[src/rtl/line_centroid_pid_unit_assert.svh]
// Assertion macros used by the top-level RTL of the line centroid PID unit.
`ifndef LINE_CENTROID_PID_UNIT_ASSERT_SVH
`define LINE_CENTROID_PID_UNIT_ASSERT_SVH

// Same-cycle implication, checked only outside reset.
`define LCP_ASSERT_NOW(label, clk, rst_n, ante, cons, msg) \
    label: assert property (@(posedge clk) disable iff (!(rst_n)) (ante) |-> (cons)) \
        else $error(msg);

// Next-cycle implication, checked only outside reset.
`define LCP_ASSERT_NEXT(label, clk, rst_n, ante, cons, msg) \
    label: assert property (@(posedge clk) disable iff (!(rst_n)) (ante) |=> (cons)) \
        else $error(msg);

`endif

[src/rtl/lcp_pkg.sv]
`timescale 1ns / 1ps

package lcp_pkg;

    // Frame geometry and arithmetic widths.
    localparam int SENSOR_COUNT  = 9;
    localparam int SAMPLE_BITS   = 12;
    localparam int SUM_BITS      = 24;

    localparam int FIELD_COUNT   = 9;
    localparam int SAMPLE_W      = 12;
    localparam int THRESH_BITS   = 12;
    localparam int GAIN_BITS     = 14;
    localparam int LINE_GOAL     = 5000;
    localparam int POSITION_STEP = 1000;
    localparam int THRESH_RESET  = 2048;

    localparam int ADJUST_BITS   = 41;
    localparam int ERR_OUT_BITS  = 13;
    localparam int SEEN_OUT_BITS = 4;

    localparam int FRAME_BITS     = FIELD_COUNT * SAMPLE_W;
    localparam int IN_TDATA_BITS  = ((FRAME_BITS + 7) / 8) * 8;
    localparam int OUT_FIELD_BITS = ADJUST_BITS + ERR_OUT_BITS + SEEN_OUT_BITS;
    localparam int OUT_TDATA_BITS = ((OUT_FIELD_BITS + 7) / 8) * 8;
    localparam int OUT_PAD_BITS   = OUT_TDATA_BITS - OUT_FIELD_BITS;

    localparam int APB_DATA_BITS = 32;
    localparam int APB_ADDR_BITS = 4;

    // Sample mask keeps only the compared sample bits.
    localparam logic [SAMPLE_W-1:0] SAMPLE_MASK = SAMPLE_W'((1 << SAMPLE_BITS) - 1);

    // Centroid divider sizes.
    localparam int WSUM_MAX  = POSITION_STEP * SENSOR_COUNT * (SENSOR_COUNT + 1) / 2;
    localparam int WSUM_BITS = $clog2(WSUM_MAX + 1);
    localparam int SEEN_BITS = $clog2(SENSOR_COUNT + 1);
    localparam int REM_BITS  = SEEN_BITS;

    // Sequencer counter covers the scan, the divide and the multiply steps.
    localparam int CNT_BITS  = $clog2((SENSOR_COUNT > WSUM_BITS) ? SENSOR_COUNT : WSUM_BITS);
    localparam int MUL_STEPS = 3;

    // PID datapath widths.
    localparam int ERR_BITS  = WSUM_BITS + 1;
    localparam int DIFF_BITS = ERR_BITS + 1;
    localparam int MOP_BITS  = (SUM_BITS > DIFF_BITS) ? SUM_BITS : DIFF_BITS;
    localparam int PROD_BITS = GAIN_BITS + 1 + MOP_BITS;
    localparam int ACC_BITS  = (PROD_BITS + 2 > ADJUST_BITS + 1) ? PROD_BITS + 2
                                                                 : ADJUST_BITS + 1;
    localparam int SUMX_BITS = ((SUM_BITS > ERR_BITS) ? SUM_BITS : ERR_BITS) + 1;

    // Saturation limits.
    localparam longint SUM_HI = (longint'(1) <<< (SUM_BITS - 1)) - 1;
    localparam longint SUM_LO = -SUM_HI - 1;
    localparam longint ERR_HI = (longint'(1) <<< (ERR_OUT_BITS - 1)) - 1;
    localparam longint ERR_LO = -ERR_HI - 1;
    localparam longint ADJ_HI = (longint'(1) <<< (ADJUST_BITS - 1)) - 1;
    localparam longint ADJ_LO = -ADJ_HI - 1;

    // Register map indexes.
    typedef enum logic [1:0] {
        REG_THRESH = 2'd0,
        REG_GAIN_P = 2'd1,
        REG_GAIN_I = 2'd2,
        REG_GAIN_D = 2'd3
    } t_reg_idx;

    // Sequencer states.
    typedef enum logic [2:0] {
        ST_IDLE,
        ST_SCAN,
        ST_DIV,
        ST_ERR,
        ST_SUM,
        ST_MUL,
        ST_OUT
    } t_state;

    // Datapath operations issued by the sequencer.
    typedef enum logic [2:0] {
        DP_HOLD,
        DP_LOAD,
        DP_SCAN,
        DP_DIV,
        DP_ERR,
        DP_SUM,
        DP_MUL
    } t_dp_op;

    // Operand pair fed to the shared multiplier.
    typedef enum logic [1:0] {
        MS_P,
        MS_D,
        MS_I
    } t_mul_sel;

    typedef struct packed {
        t_dp_op   op;
        t_mul_sel mul_sel;
        logic     acc_en;
        logic     scan_live;
    } t_dp_ctrl;

    typedef struct packed {
        logic none_seen;
    } t_dp_stat;

    typedef struct packed {
        logic [THRESH_BITS-1:0] threshold;
        logic [GAIN_BITS-1:0]   gain_p;
        logic [GAIN_BITS-1:0]   gain_i;
        logic [GAIN_BITS-1:0]   gain_d;
    } t_cfg;

    // Saturate the widened integral back to its storage width.
    function automatic logic signed [SUM_BITS-1:0] sat_sum(
        input logic signed [SUMX_BITS-1:0] v
    );
        logic signed [SUM_BITS-1:0] r;
        if (v > SUMX_BITS'(SUM_HI)) begin
            r = SUM_BITS'(SUM_HI);
        end else if (v < SUMX_BITS'(SUM_LO)) begin
            r = SUM_BITS'(SUM_LO);
        end else begin
            r = v[SUM_BITS-1:0];
        end
        return r;
    endfunction

    // Saturate an error to the stored previous-error width.
    function automatic logic signed [ERR_OUT_BITS-1:0] sat_err(
        input logic signed [ERR_BITS-1:0] v
    );
        logic signed [ERR_OUT_BITS-1:0] r;
        if (v > ERR_BITS'(ERR_HI)) begin
            r = ERR_OUT_BITS'(ERR_HI);
        end else if (v < ERR_BITS'(ERR_LO)) begin
            r = ERR_OUT_BITS'(ERR_LO);
        end else begin
            r = v[ERR_OUT_BITS-1:0];
        end
        return r;
    endfunction

    // Saturate the accumulated correction to the output width.
    function automatic logic signed [ADJUST_BITS-1:0] sat_adj(
        input logic signed [ACC_BITS-1:0] v
    );
        logic signed [ADJUST_BITS-1:0] r;
        if (v > ACC_BITS'(ADJ_HI)) begin
            r = ADJUST_BITS'(ADJ_HI);
        end else if (v < ACC_BITS'(ADJ_LO)) begin
            r = ADJUST_BITS'(ADJ_LO);
        end else begin
            r = v[ADJUST_BITS-1:0];
        end
        return r;
    endfunction

endpackage

[src/rtl/lcp_apb_regs.sv]
`timescale 1ns / 1ps

module lcp_apb_regs import lcp_pkg::*; (
    input  logic                     i_clk,
    input  logic                     i_rst_n,
    input  logic                     psel,
    input  logic                     penable,
    input  logic                     pwrite,
    input  logic [APB_ADDR_BITS-1:0] paddr,
    input  logic [APB_DATA_BITS-1:0] pwdata,
    output logic [APB_DATA_BITS-1:0] prdata,
    output logic                     pready,
    output t_cfg                     o_cfg
);

    logic [THRESH_BITS-1:0] r_thresh;
    logic [GAIN_BITS-1:0]   r_gain_p;
    logic [GAIN_BITS-1:0]   r_gain_i;
    logic [GAIN_BITS-1:0]   r_gain_d;
    t_reg_idx               w_idx;
    logic                   w_wr;

    assign pready = 1'b1;
    assign w_idx  = t_reg_idx'(paddr[3:2]);
    assign w_wr   = psel && penable && pwrite && pready;

    // Register writes complete in the access cycle.
    always_ff @(posedge i_clk) begin
        if (!i_rst_n) begin
            r_thresh <= THRESH_BITS'(THRESH_RESET);
            r_gain_p <= '0;
            r_gain_i <= '0;
            r_gain_d <= '0;
        end else if (w_wr) begin
            unique case (w_idx)
                REG_THRESH: r_thresh <= pwdata[THRESH_BITS-1:0];
                REG_GAIN_P: r_gain_p <= pwdata[GAIN_BITS-1:0];
                REG_GAIN_I: r_gain_i <= pwdata[GAIN_BITS-1:0];
                REG_GAIN_D: r_gain_d <= pwdata[GAIN_BITS-1:0];
            endcase
        end
    end

    // Read back of the addressed register.
    always_comb begin
        unique case (w_idx)
            REG_THRESH: prdata = APB_DATA_BITS'(r_thresh);
            REG_GAIN_P: prdata = APB_DATA_BITS'(r_gain_p);
            REG_GAIN_I: prdata = APB_DATA_BITS'(r_gain_i);
            REG_GAIN_D: prdata = APB_DATA_BITS'(r_gain_d);
        endcase
    end

    assign o_cfg.threshold = r_thresh;
    assign o_cfg.gain_p    = r_gain_p;
    assign o_cfg.gain_i    = r_gain_i;
    assign o_cfg.gain_d    = r_gain_d;

endmodule

[src/rtl/lcp_datapath.sv]
`timescale 1ns / 1ps

module lcp_datapath import lcp_pkg::*; (
    input  logic                           i_clk,
    input  logic                           i_rst_n,
    input  t_dp_ctrl                       i_ctrl,
    input  t_cfg                           i_cfg,
    input  logic [FRAME_BITS-1:0]          i_frame,
    output t_dp_stat                       o_stat,
    output logic signed [ADJUST_BITS-1:0]  o_adjust,
    output logic signed [ERR_OUT_BITS-1:0] o_error,
    output logic [SEEN_OUT_BITS-1:0]       o_seen,
    output logic                           o_no_line
);

    logic [SAMPLE_W-1:0]         r_smp [FIELD_COUNT];
    logic [SEEN_BITS-1:0]        r_seen;
    logic [WSUM_BITS-1:0]        r_pos;
    logic [WSUM_BITS-1:0]        r_quo;
    logic [REM_BITS-1:0]         r_rem;
    logic signed [ERR_BITS-1:0]  r_err;
    logic signed [DIFF_BITS-1:0] r_diff;
    logic signed [SUM_BITS-1:0]  r_sum;
    logic signed [ERR_OUT_BITS-1:0] r_last;
    logic signed [PROD_BITS-1:0] r_prod;
    logic signed [ACC_BITS-1:0]  r_acc;

    logic                        w_hit;
    logic [REM_BITS:0]           w_shift;
    logic [REM_BITS:0]           w_div;
    logic                        w_ge;
    logic signed [SUMX_BITS-1:0] w_sumx;
    logic signed [GAIN_BITS:0]   w_gain;
    logic signed [MOP_BITS-1:0]  w_mop;
    logic signed [PROD_BITS-1:0] w_prod;

    // Threshold compare on the sample at the head of the shift line.
    assign w_hit = i_ctrl.scan_live && ((r_smp[0] & SAMPLE_MASK) >= i_cfg.threshold);

    // One restoring division step: remainder shifts in the next dividend bit.
    assign w_shift = {r_rem, r_quo[WSUM_BITS-1]};
    assign w_div   = {1'b0, r_seen};
    assign w_ge    = (w_shift >= w_div);

    // Widened integral update before saturation.
    assign w_sumx = SUMX_BITS'(r_sum) + SUMX_BITS'(r_err);

    // Shared multiplier operand selection.
    always_comb begin
        unique case (i_ctrl.mul_sel)
            MS_P: begin
                w_gain = $signed({1'b0, i_cfg.gain_p});
                w_mop  = MOP_BITS'(r_err);
            end
            MS_D: begin
                w_gain = $signed({1'b0, i_cfg.gain_d});
                w_mop  = MOP_BITS'(r_diff);
            end
            MS_I: begin
                w_gain = $signed({1'b0, i_cfg.gain_i});
                w_mop  = MOP_BITS'(r_sum);
            end
            default: begin
                w_gain = '0;
                w_mop  = '0;
            end
        endcase
    end

    assign w_prod = w_gain * w_mop;

    // Frame scan, centroid divide, error formation, error difference and product capture.
    always_ff @(posedge i_clk) begin
        unique case (i_ctrl.op)
            DP_LOAD: begin
                for (int k = 0; k < FIELD_COUNT; k++) begin
                    r_smp[k] <= i_frame[k*SAMPLE_W +: SAMPLE_W];
                end
                r_seen <= '0;
                r_pos  <= WSUM_BITS'(POSITION_STEP);
                r_quo  <= '0;
                r_rem  <= '0;
            end
            DP_SCAN: begin
                for (int k = 0; k < FIELD_COUNT - 1; k++) begin
                    r_smp[k] <= r_smp[k+1];
                end
                r_smp[FIELD_COUNT-1] <= '0;
                r_pos <= r_pos + WSUM_BITS'(POSITION_STEP);
                if (w_hit) begin
                    r_quo  <= r_quo + r_pos;
                    r_seen <= r_seen + 1'b1;
                end
            end
            DP_DIV: begin
                r_quo <= {r_quo[WSUM_BITS-2:0], w_ge};
                r_rem <= w_ge ? REM_BITS'(w_shift - w_div) : REM_BITS'(w_shift);
            end
            DP_ERR: begin
                r_err <= $signed(ERR_BITS'(LINE_GOAL) - ERR_BITS'({1'b0, r_quo}));
            end
            DP_SUM: begin
                r_diff <= DIFF_BITS'(r_err) - DIFF_BITS'(r_last);
            end
            DP_MUL: begin
                r_prod <= w_prod;
            end
            DP_HOLD: begin
            end
            default: begin
            end
        endcase
    end

    // Loop state: integral and previous error move only on frames with a line.
    always_ff @(posedge i_clk) begin
        if (!i_rst_n) begin
            r_sum  <= '0;
            r_last <= '0;
        end else if (i_ctrl.op == DP_SUM) begin
            r_sum  <= sat_sum(w_sumx);
            r_last <= sat_err(r_err);
        end
    end

    // Accumulator for the three products.
    always_ff @(posedge i_clk) begin
        if (i_ctrl.op == DP_SUM) begin
            r_acc <= '0;
        end else if (i_ctrl.acc_en) begin
            r_acc <= r_acc + ACC_BITS'(r_prod);
        end
    end

    assign o_stat.none_seen = (r_seen == '0);
    assign o_no_line        = (r_seen == '0);
    assign o_seen           = SEEN_OUT_BITS'(r_seen);
    assign o_error          = o_no_line ? '0 : r_err[ERR_OUT_BITS-1:0];
    assign o_adjust         = o_no_line ? '0 : sat_adj(r_acc);

endmodule

[src/rtl/lcp_ctrl.sv]
`timescale 1ns / 1ps

module lcp_ctrl import lcp_pkg::*; (
    input  logic     i_clk,
    input  logic     i_rst_n,
    input  logic     i_start,
    input  logic     i_out_free,
    input  t_dp_stat i_stat,
    output t_dp_ctrl o_ctrl,
    output logic     o_ready,
    output logic     o_done
);

    t_state              r_state;
    t_state              n_state;
    logic [CNT_BITS-1:0] r_cnt;
    logic [CNT_BITS-1:0] n_cnt;

    always_ff @(posedge i_clk) begin
        if (!i_rst_n) begin
            r_state <= ST_IDLE;
            r_cnt   <= '0;
        end else begin
            r_state <= n_state;
            r_cnt   <= n_cnt;
        end
    end

    // Next state and step counter.
    always_comb begin
        n_state = r_state;
        n_cnt   = r_cnt;
        unique case (r_state)
            ST_IDLE: begin
                if (i_start) begin
                    n_state = ST_SCAN;
                    n_cnt   = '0;
                end
            end
            ST_SCAN: begin
                if (r_cnt == CNT_BITS'(SENSOR_COUNT - 1)) begin
                    n_state = ST_DIV;
                    n_cnt   = '0;
                end else begin
                    n_cnt = r_cnt + 1'b1;
                end
            end
            ST_DIV: begin
                if (i_stat.none_seen) begin
                    n_state = ST_OUT;
                end else if (r_cnt == CNT_BITS'(WSUM_BITS - 1)) begin
                    n_state = ST_ERR;
                    n_cnt   = '0;
                end else begin
                    n_cnt = r_cnt + 1'b1;
                end
            end
            ST_ERR: begin
                n_state = ST_SUM;
            end
            ST_SUM: begin
                n_state = ST_MUL;
                n_cnt   = '0;
            end
            ST_MUL: begin
                if (r_cnt == CNT_BITS'(MUL_STEPS)) begin
                    n_state = ST_OUT;
                end else begin
                    n_cnt = r_cnt + 1'b1;
                end
            end
            ST_OUT: begin
                if (i_out_free) begin
                    n_state = ST_IDLE;
                end
            end
            default: begin
                n_state = ST_IDLE;
            end
        endcase
    end

    // Datapath commands for the current state.
    always_comb begin
        o_ctrl.op        = DP_HOLD;
        o_ctrl.mul_sel   = MS_P;
        o_ctrl.acc_en    = 1'b0;
        o_ctrl.scan_live = 1'b0;
        o_ready          = 1'b0;
        o_done           = 1'b0;
        unique case (r_state)
            ST_IDLE: begin
                o_ready   = 1'b1;
                o_ctrl.op = i_start ? DP_LOAD : DP_HOLD;
            end
            ST_SCAN: begin
                o_ctrl.op        = DP_SCAN;
                o_ctrl.scan_live = (r_cnt < CNT_BITS'(FIELD_COUNT));
            end
            ST_DIV: begin
                o_ctrl.op = i_stat.none_seen ? DP_HOLD : DP_DIV;
            end
            ST_ERR: begin
                o_ctrl.op = DP_ERR;
            end
            ST_SUM: begin
                o_ctrl.op = DP_SUM;
            end
            ST_MUL: begin
                // Product k is formed at step k and added one step later.
                o_ctrl.op     = (r_cnt < CNT_BITS'(MUL_STEPS)) ? DP_MUL : DP_HOLD;
                o_ctrl.acc_en = (r_cnt != '0);
                priority if (r_cnt == CNT_BITS'(0)) begin
                    o_ctrl.mul_sel = MS_P;
                end else if (r_cnt == CNT_BITS'(1)) begin
                    o_ctrl.mul_sel = MS_D;
                end else begin
                    o_ctrl.mul_sel = MS_I;
                end
            end
            ST_OUT: begin
                o_done = i_out_free;
            end
            default: begin
            end
        endcase
    end

endmodule

[src/rtl/line_centroid_pid_unit.sv]
// Line centroid PID unit. Each input beat carries nine 12-bit sensor samples;
// the unit thresholds them, divides the summed positions of the seen sensors
// by their count, and returns one result beat with the PID correction, the
// position error, the seen count and a no-line flag. A frame occupies the
// unit from accept until its result is registered: the sensor scan, the
// restoring divider at one quotient bit per cycle, the error and integral
// update, then the single shared multiplier and accumulator. The next frame
// is accepted in the cycle after the result is registered; a frame with no
// line seen skips to the output. A result waits in the output register and
// holds back the next one until the sink takes it. The user must write gains
// and the threshold over APB while no frame is in flight; it is not checked.
`timescale 1ns / 1ps
`include "line_centroid_pid_unit_assert.svh"

module line_centroid_pid_unit import lcp_pkg::*; (
    input  logic                      i_clk,
    input  logic                      i_rst_n,
    // sample_0 .. sample_8, 12 bits each from bit 0 up, zero padded
    input  logic [IN_TDATA_BITS-1:0]  s_axis_tdata,
    input  logic                      s_axis_tvalid,
    output logic                      s_axis_tready,
    // drive_adjust[40:0], position_error[53:41], seen_count[57:54], zero padded
    output logic [OUT_TDATA_BITS-1:0] m_axis_tdata,
    // no_line[0]
    output logic [0:0]                m_axis_tuser,
    output logic                      m_axis_tvalid,
    input  logic                      m_axis_tready,
    input  logic                      psel,
    input  logic                      penable,
    input  logic                      pwrite,
    input  logic [APB_ADDR_BITS-1:0]  paddr,
    input  logic [APB_DATA_BITS-1:0]  pwdata,
    output logic [APB_DATA_BITS-1:0]  prdata,
    output logic                      pready
);

    t_cfg                           w_cfg;
    t_dp_ctrl                       w_ctrl;
    t_dp_stat                       w_stat;
    logic                           w_ready;
    logic                           w_done;
    logic                           w_start;
    logic                           w_out_free;
    logic signed [ADJUST_BITS-1:0]  w_adjust;
    logic signed [ERR_OUT_BITS-1:0] w_error;
    logic [SEEN_OUT_BITS-1:0]       w_seen;
    logic                           w_no_line;

    logic                           r_m_valid;
    logic signed [ADJUST_BITS-1:0]  r_m_adj;
    logic signed [ERR_OUT_BITS-1:0] r_m_err;
    logic [SEEN_OUT_BITS-1:0]       r_m_seen;
    logic                           r_m_nol;

    assign s_axis_tready = w_ready && i_rst_n;
    assign w_start       = s_axis_tvalid && s_axis_tready;
    assign w_out_free    = !r_m_valid || m_axis_tready;

    lcp_apb_regs u_regs (
        .i_clk   (i_clk),
        .i_rst_n (i_rst_n),
        .psel    (psel),
        .penable (penable),
        .pwrite  (pwrite),
        .paddr   (paddr),
        .pwdata  (pwdata),
        .prdata  (prdata),
        .pready  (pready),
        .o_cfg   (w_cfg)
    );

    lcp_ctrl u_ctrl (
        .i_clk      (i_clk),
        .i_rst_n    (i_rst_n),
        .i_start    (w_start),
        .i_out_free (w_out_free),
        .i_stat     (w_stat),
        .o_ctrl     (w_ctrl),
        .o_ready    (w_ready),
        .o_done     (w_done)
    );

    lcp_datapath u_dp (
        .i_clk     (i_clk),
        .i_rst_n   (i_rst_n),
        .i_ctrl    (w_ctrl),
        .i_cfg     (w_cfg),
        .i_frame   (s_axis_tdata[FRAME_BITS-1:0]),
        .o_stat    (w_stat),
        .o_adjust  (w_adjust),
        .o_error   (w_error),
        .o_seen    (w_seen),
        .o_no_line (w_no_line)
    );

    // Output register: holds a finished beat until the sink takes it.
    always_ff @(posedge i_clk) begin
        if (!i_rst_n) begin
            r_m_valid <= 1'b0;
        end else if (w_done) begin
            r_m_valid <= 1'b1;
        end else if (m_axis_tready) begin
            r_m_valid <= 1'b0;
        end
    end

    always_ff @(posedge i_clk) begin
        if (w_done) begin
            r_m_adj  <= w_adjust;
            r_m_err  <= w_error;
            r_m_seen <= w_seen;
            r_m_nol  <= w_no_line;
        end
    end

    assign m_axis_tvalid = r_m_valid;
    assign m_axis_tdata  = {OUT_PAD_BITS'(0), r_m_seen, r_m_err, r_m_adj};
    assign m_axis_tuser  = r_m_nol;

    // The unit is busy for the cycle after it takes a frame.
    `LCP_ASSERT_NEXT(a_busy_after_accept, i_clk, i_rst_n,
        s_axis_tvalid && s_axis_tready, !s_axis_tready, "frame accepted while busy")
    // A no-line result carries zero correction, error and count.
    `LCP_ASSERT_NOW(a_no_line_zero, i_clk, i_rst_n,
        r_m_valid && r_m_nol, (r_m_adj == '0) && (r_m_err == '0) && (r_m_seen == '0),
        "no-line result with nonzero fields")
    // A result with a line always counts at least one sensor.
    `LCP_ASSERT_NOW(a_line_has_count, i_clk, i_rst_n,
        r_m_valid && !r_m_nol, r_m_seen != '0, "line result with zero seen count")
    // A new result appears only at the end of a busy period.
    `LCP_ASSERT_NOW(a_result_after_work, i_clk, i_rst_n,
        $rose(r_m_valid), $past(!w_ready), "result produced while sequencer idle")

endmodule

[config.mk]
export PLATFORM = sky130hd
export DESIGN_NAME = line_centroid_pid_unit
export DESIGN_NICKNAME = d
export VERILOG_FILES = /design/src/rtl/lcp_pkg.sv /design/src/rtl/lcp_apb_regs.sv /design/src/rtl/lcp_datapath.sv /design/src/rtl/lcp_ctrl.sv /design/src/rtl/line_centroid_pid_unit.sv
export VERILOG_INCLUDE_DIRS = /design/src /design/src/rtl
export SDC_FILE = /design/constraint.sdc
export NUM_CORES = 2
export LEC_CHECK = 0
export CELL_PAD_IN_SITES_DETAIL_PLACEMENT = 0
export CELL_PAD_IN_SITES_GLOBAL_PLACEMENT = 1
export CORE_ASPECT_RATIO = 1.5
export CORE_UTILIZATION = 30
export CTS_CLUSTER_DIAMETER = 150
export DETAILED_ROUTE_END_ITERATION = 8
export DONT_BUFFER_PORTS = 1
export HOLD_SLACK_MARGIN = 0.1
export PLACE_DENSITY = 0.56
export REMOVE_ABC_BUFFERS = 1
export SLEW_MARGIN = 20
export SYNTH_ARGS = -nofsm -noshare
export SYNTH_HDL_FRONTEND = slang
export SYNTH_SLANG_ARGS = --single-unit
[constraint.sdc]
create_clock -name i_clk -period 7.7 [get_ports i_clk]
set_input_delay 1.54 -clock i_clk [delete_from_list [all_inputs] [get_ports i_clk]]
set_output_delay 1.54 -clock i_clk [all_outputs]
set_load 0.1 [all_outputs]
Word level (Yosys, flattened, before mapping)
Memories as Yosys holds them, arrays and structs flattened. Cells that the tools add are included.

Multipliers: 1. $add $sub $neg: 9. Div/mod/pow operators: 0. Shifts and indexed selects: 0. Multiplexer cells: 54. Eq/ne operators: 29. Bitwise gates (word level): 9. Reduce and logical (&&, ||, !) cells: 27. $lt $le $gt $ge: 10.

Operators by type and width (number): $pmux 32 s4 (1); $mux 12 (9); $pmux 24 s3 (1); $mux 24 (2); $pmux 16 s3 (1); $add 42x39->42 (1); $gt 42x41->1 const B (1); $lt 42x41->1 const B (1); $pmux 14 s3 (1); $mux 41 (1); $mux 40 (1); $mul 15x24->39 (1); $pmux 16 s2 (1); $mux 4 (7); $mux 13 (2); $add 24x17->25 (1); $gt 25x24->1 const B (1); $lt 25x24->1 const B (1); $mux 3 (8); $pmux 3 s7 (1); $pmux 4 s5 (1); $eq 3x3->1 const B (6); $pmux 3 s6 (1); $sub 17x13->18 (1); 40 further kinds (87).

Latch bits: 0. Bits of input ports: 155. Bits in read-only memories: 0. Logic and storage cells: 162. Output and inout bits: 100. Memories kept: 1. Flip-flop bits (word level): 314. RAM bits: 108.

Memories: u_dp.r_smp (words 9, width 12, read ports 9, clocked after memory_dff 0, wr ports 9, line lcp_datapath.sv:16) `logic [SAMPLE_W-1:0] r_smp [FIELD_COUNT];`.

Logic depth before layout (Yosys ltp)
Depth in word-level cells: 10. Depth in mapped cells: 33. Depth with buffers taken out: 30.

By module
From an unflattened synthesis, not the netlist that was laid out.

Cells, all modules: 3721. Area total of the unflattened synthesis: 34864.7 sq um.

By module, submodules not included: lcp_datapath (sequential area each 8157.8 sq um, instances 1, cells each 3333, area an instance 29836.1 sq um); lcp_apb_regs (sequential area each 1081.0 sq um, instances 1, cells each 239, area an instance 2518.7 sq um); line_centroid_pid_unit (sequential area each 1791.7 sq um, instances 1, cells each 72, area an instance 1881.8 sq um); lcp_ctrl (sequential area each 140.1 sq um, instances 1, cells each 77, area an instance 628.1 sq um).

Worst setup path after synthesis
No wires, ideal clock.

Kind: register -> register. Start point: register u_ctrl.r_cnt[2]. End point: register u_dp.r_prod[37], data pin. Data arrival time: 7680 ps. Required time: 7436 ps. Path buffers: 4. Path slack: -244 ps. Period minus slack after synthesis: 7944 ps. Cell stages (with the launch flop): 31. Library setup time: 264 ps. Cells stage by stage: dfxtp_1 clkbuf_1 nor2_1 a21o_1 clkbuf_1 clkbuf_1 clkbuf_1 a21oi_1 a21oi_1 nor2_1 fa_1 inv_1 fa_1 inv_1 fa_1 fa_1 fa_1 inv_1 fa_1 inv_1 ha_1 and2_1 a311oi_1 nand2_1 a221oi_1 a311oi_1 o21a_1 nor2_1 o21ai_1 a221oi_1 xnor2_1.

Cells in the longest elaborated chain, start to end: 7. Elaborated cells on any way between the ends: 11. Classes of those cells: mul (1); eq/ne (3); mux (5); reduce/logical (2).

Ends and longest elaborated chain: start, declared (line lcp_ctrl.sv:16) `logic [CNT_BITS-1:0] r_cnt;`; start signal, assigned (line lcp_ctrl.sv:25) `r_cnt <= n_cnt;`; $eq 4x1->1 (line lcp_ctrl.sv:115) `end else if (r_cnt == CNT_BITS'(1)) begin`; $mux 2 (line lcp_ctrl.sv:115); $mux 2 (*) (line lcp_ctrl.sv:113) `priority if (r_cnt == CNT_BITS'(0)) begin`; $mux 3 (*) (line lcp_ctrl.sv:91) `unique case (r_state)`; $eq 2x2->1 (tied with other cells) (line lcp_datapath.sv:50) `unique case (i_ctrl.mul_sel)`; $pmux 14 s3 / $pmux 24 s3 (equally long branches) (line lcp_datapath.sv:50); $mul 15x24->39 (*) (line lcp_datapath.sv:70) `assign w_prod = w_gain * w_mop;`; net u_dp.w_prod[37] (line lcp_datapath.sv:35) `logic signed [PROD_BITS-1:0] w_prod;`; end signal, assigned (line lcp_datapath.sv:106) `r_prod <= w_prod;`; end, declared (line lcp_datapath.sv:25) `logic signed [PROD_BITS-1:0] r_prod;`.

Mark *: on every way through the listed nets, which the timed path passes. The rest lies on a longest branch. A chain may end at the register's enable or synchronous reset.

Final worst setup path
Start point: register u_ctrl.r_cnt[0]. End point: register u_dp.r_prod[37], data pin.

Same word-level chain as after synthesis.

==> impl_metrics.env <==
export IMPL_outcome="finished, final reports clean"
export IMPL_maxSlewHeadroom=0.282
export IMPL_ir_drop_v=0.000212
export IMPL_grt_pass1_vias=28300
export IMPL_cts_buffers=49
export IMPL_pwr_share_clk=0.449
export IMPL_path_class="flop to flop"
export IMPL_crit_path_start_kind="flop"
export IMPL_synth_cell_area_sq_um=34700
export IMPL_finalCritPeriodShare=0.961
export IMPL_sw_frac_of_total=0.255
export IMPL_synthArstFlopShare=0
export IMPL_drv_slew=0
export IMPL_dp_cells=5571
export IMPL_synth_edff_count=278
export IMPL_synth_top_family_by_area="adder cells"
export IMPL_holdPathEnd="u_dp.r_last[6]"
export IMPL_cts_tree="yes"
export IMPL_crit_fanout=7
export IMPL_p_leak_nw=18.2
export IMPL_muxShareOfSynthArea=0.00873
export IMPL_fmax_mhz=135
export IMPL_finalCriticalPeriod_ns=7.40
export IMPL_die_y_microns=418
export IMPL_layout_common_cells="723 x nand2_1, 432 x inv_1, 395 x nor2_1"
export IMPL_wl_per_cell_microns=17.7
export IMPL_synthXorXnorAreaFrac=0.0349
export IMPL_die_x_microns=280
export IMPL_dieArea_sq_um=117000
export IMPL_grt_usage=0.173
export IMPL_cts_path_max_buffers=3
export IMPL_final_common_cell="nand2_1"
export IMPL_drtIter0Drc=987
export IMPL_r2r_end="u_dp.r_prod[37]"
export IMPL_io_pins=255
export IMPL_ff2ff_setup_slack_ns=0.30
export IMPL_clk_latency_ns=0.65
export IMPL_cts_sinks=419
export IMPL_antenna_left=0
export IMPL_vias_per_cell=4.67
export IMPL_crit_required_ns=8.04
export IMPL_sequentialPowerShare=0.452
export IMPL_worstPathArrival_ns=7.74
export IMPL_grt_max_degree=104
export IMPL_switching_power_mw=1.42
export IMPL_syn_avg_cell_area_sq_um=8.95
export IMPL_port_buffers=0
export IMPL_crit_family="adder cells"
export IMPL_rows=152
export IMPL_reg2regPathDepth=32
export IMPL_yosysWarnings=0
export IMPL_holdCritPathClass="flop to flop"
export IMPL_hold_start="u_dp.r_last[6]"
export IMPL_antenna_found_initial=1
export IMPL_drive_above_1_share=0.130
export IMPL_drc=0
export IMPL_rsz0062_at_grt="true"
export IMPL_final_hold_viol_count=0
export IMPL_power_mw=5.59
export IMPL_synth_ff_type="edfxtp_1"
export IMPL_worstReg2RegStart="u_ctrl.r_cnt[0]"
export IMPL_areaGrowthSynthToFinish_pct=18.3
export IMPL_ys_seq_area_frac=0.322
export IMPL_power_frac_comb=0.099
export IMPL_powerDensity_nw_per_um2=136
export IMPL_coreArea_sq_um=114000
export IMPL_synth_cell_types=80
export IMPL_internal_power_mw=4.16
export IMPL_dr_pass1_iters=5
export IMPL_whs_path_depth=2
export IMPL_cpMostUsedCell="fa_1"
export IMPL_synth_compound_area_frac=0.134
export IMPL_cpMaxStageDelayCell="fa_1"
export IMPL_max_stage_delay_ns=0.54
export IMPL_clk_pin_slew_ns=0.06
export IMPL_ys_ff_latch=419
export IMPL_maxCapViolations=0
export IMPL_start_util=0.303
export IMPL_critPathBufInv=10
export IMPL_wl_mm=101
export IMPL_synth_adder_area_share=0.260
export IMPL_grt_pass1_wl_mm=158
export IMPL_grt_ovfl_total=0
export IMPL_dr_total_vias=26600
export IMPL_ctsHtreeMaxLevel=2
export IMPL_synth_simple_area_share=0.168
export IMPL_nets=4788
export IMPL_setup_violations=0
export IMPL_dp_hpwl_mm=79.1
export IMPL_tightest_slew_ns=1.08
export IMPL_syn_inst=3875
export IMPL_fin_worst_skew_ns=0.0669
export IMPL_endpoint_kind="flop"
export IMPL_final_cells=5686
export IMPL_place_congestion=0.833
export IMPL_clockRootBuffer="clkbuf_16"
-- cell type report --
type                    instances  area, sq um
multi-input cells            2853        21600
clock inverters                25          393
diodes                          1         2.50
flip-flops and latches        419        11200
well taps                    1540         1930
inverters                     437         1640
repair buffers                345         2930
clock buffers                  66         1310
fillers                     11900        73500
-- timing repair --
item                                    4_1_cts  5_1_grt
gates cloned                                  3        5
hold buffers                                  0        0
buffers inserted                              2       14
pin swaps                                     3       30
resized for setup                            21       77
endpoints found under the setup margin       10       13
-- cells in the mapped netlist (all sizes together), types with 5 or more instances --
cell type | count | area (sq um)
nand3 | 78 | 390
clkbuf | 146 | 548
inv | 437 | 1640
mux4 | 12 | 270
a21boi | 71 | 533
nor4 | 7 | 43.8
buf | 47 | 273
nand2 | 729 | 2740
or3 | 11 | 68.8
a211oi | 17 | 128
nor2b | 30 | 195
a21oi | 281 | 1410
o211ai | 24 | 180
a211o | 5 | 43.8
o21bai | 17 | 128
xnor2 | 88 | 771
a21o | 93 | 698
and3 | 19 | 119
and2 | 23 | 144
o31ai | 9 | 81.3
edfxtp | 278 | 8350
ha | 209 | 2620
nand2b | 32 | 200
nand4 | 20 | 125
nor3 | 30 | 150
o21ai | 121 | 606
fa | 319 | 6390
xor2 | 50 | 438
or2 | 10 | 62.6
o22ai | 7 | 43.8
nor2 | 400 | 1500
a221oi | 7 | 67.6
a31oi | 16 | 100
o31a | 6 | 52.6
dfxtp | 141 | 2820
o21a | 22 | 165
-- state kept, by name, summed over array words and instances, names as in the netlist, 12 cells and up --
signal           flops
r_m_err             13
u_dp.r_sum          24
u_dp.r_diff         18
r_m_adj             41
u_dp.r_quo          16
u_dp.r_last         13
u_regs.r_gain_p     14
u_dp.r_smp         108
u_regs.r_gain_d     14
u_regs.r_gain_i     14
u_regs.r_thresh     12
u_dp.r_err          17
u_dp.r_prod         39
u_dp.r_acc          42
u_dp.r_pos          13
-- cell families after synthesis --
kind of cell	after synthesis
buf+inv	630
flops	419
compound gates	739
fa+ha+maj	530
xor+xnor	138
mux	15
other cells	2
simple gates	1402
-- routing by layer --
metal / wire, microns / vias up / global-route usage
li1: - / 13200 / -
met1: 36800 / 12800 / 0.176
met2: 56500 / 418 / 0.349
met3: 3930 / 120 / 0.0286
met4: 3430 / 0 / 0.0559
met5: 0 / - / 0
-- tightest hold or removal path, cell delays in order, from the launching register on --
cell      delay, ns
dfxtp_1        0.31
nand2_1        0.05
a21boi_0       0.06
-- through the flow --
stage | setup slack, ns | cell area, sq um | hold WS [ns] | utilization | setup TNS (ns)
2_1_floorplan | -2.89 | 33900 | 0.426 | - | -67.93
3_5_place_dp | -0.269 | 38600 | 0.454 | 0.337 | -1.18
4_1_cts | 0.0118 | 40500 | 0.462 | 0.354 | 0
6_report | 0.303 | 41000 | 0.457 | 0.358 | 0
3_3_place_gp | -0.240 | 38600 | 0.435 | 0.337 | -0.919
5_1_grt | -0.0147 | 41000 | 0.477 | 0.358 | -0.0360
-- power by group through the flow --
stage	combinational, mW	sequential, mW	clock (mW)
floorplan	0.410	2.57	0
global placement	0.551	2.57	0
detailed placement	0.557	2.58	0
CTS	0.561	2.53	2.61
global route	0.627	2.53	2.67
finish	0.552	2.53	2.51
-- worst max path at each step --
stage | start | slack (ns) | depth (start not counted) | end
floorplan | u_ctrl.r_cnt[3] | -2.89 | 24 | u_dp.r_prod[38]
global placement | u_ctrl.r_cnt[0] | -0.24 | 29 | u_dp.r_prod[37]
detailed placement | u_ctrl.r_cnt[1] | -0.27 | 33 | u_dp.r_prod[37]
CTS | u_ctrl.r_cnt[0] | 0.01 | 32 | u_dp.r_prod[38]
global route | u_ctrl.r_cnt[0] | -0.01 | 33 | u_dp.r_prod[38]
finish | u_ctrl.r_cnt[0] | 0.30 | 32 | u_dp.r_prod[37]
No activity file was read; power rests on OpenSTA's default activity.
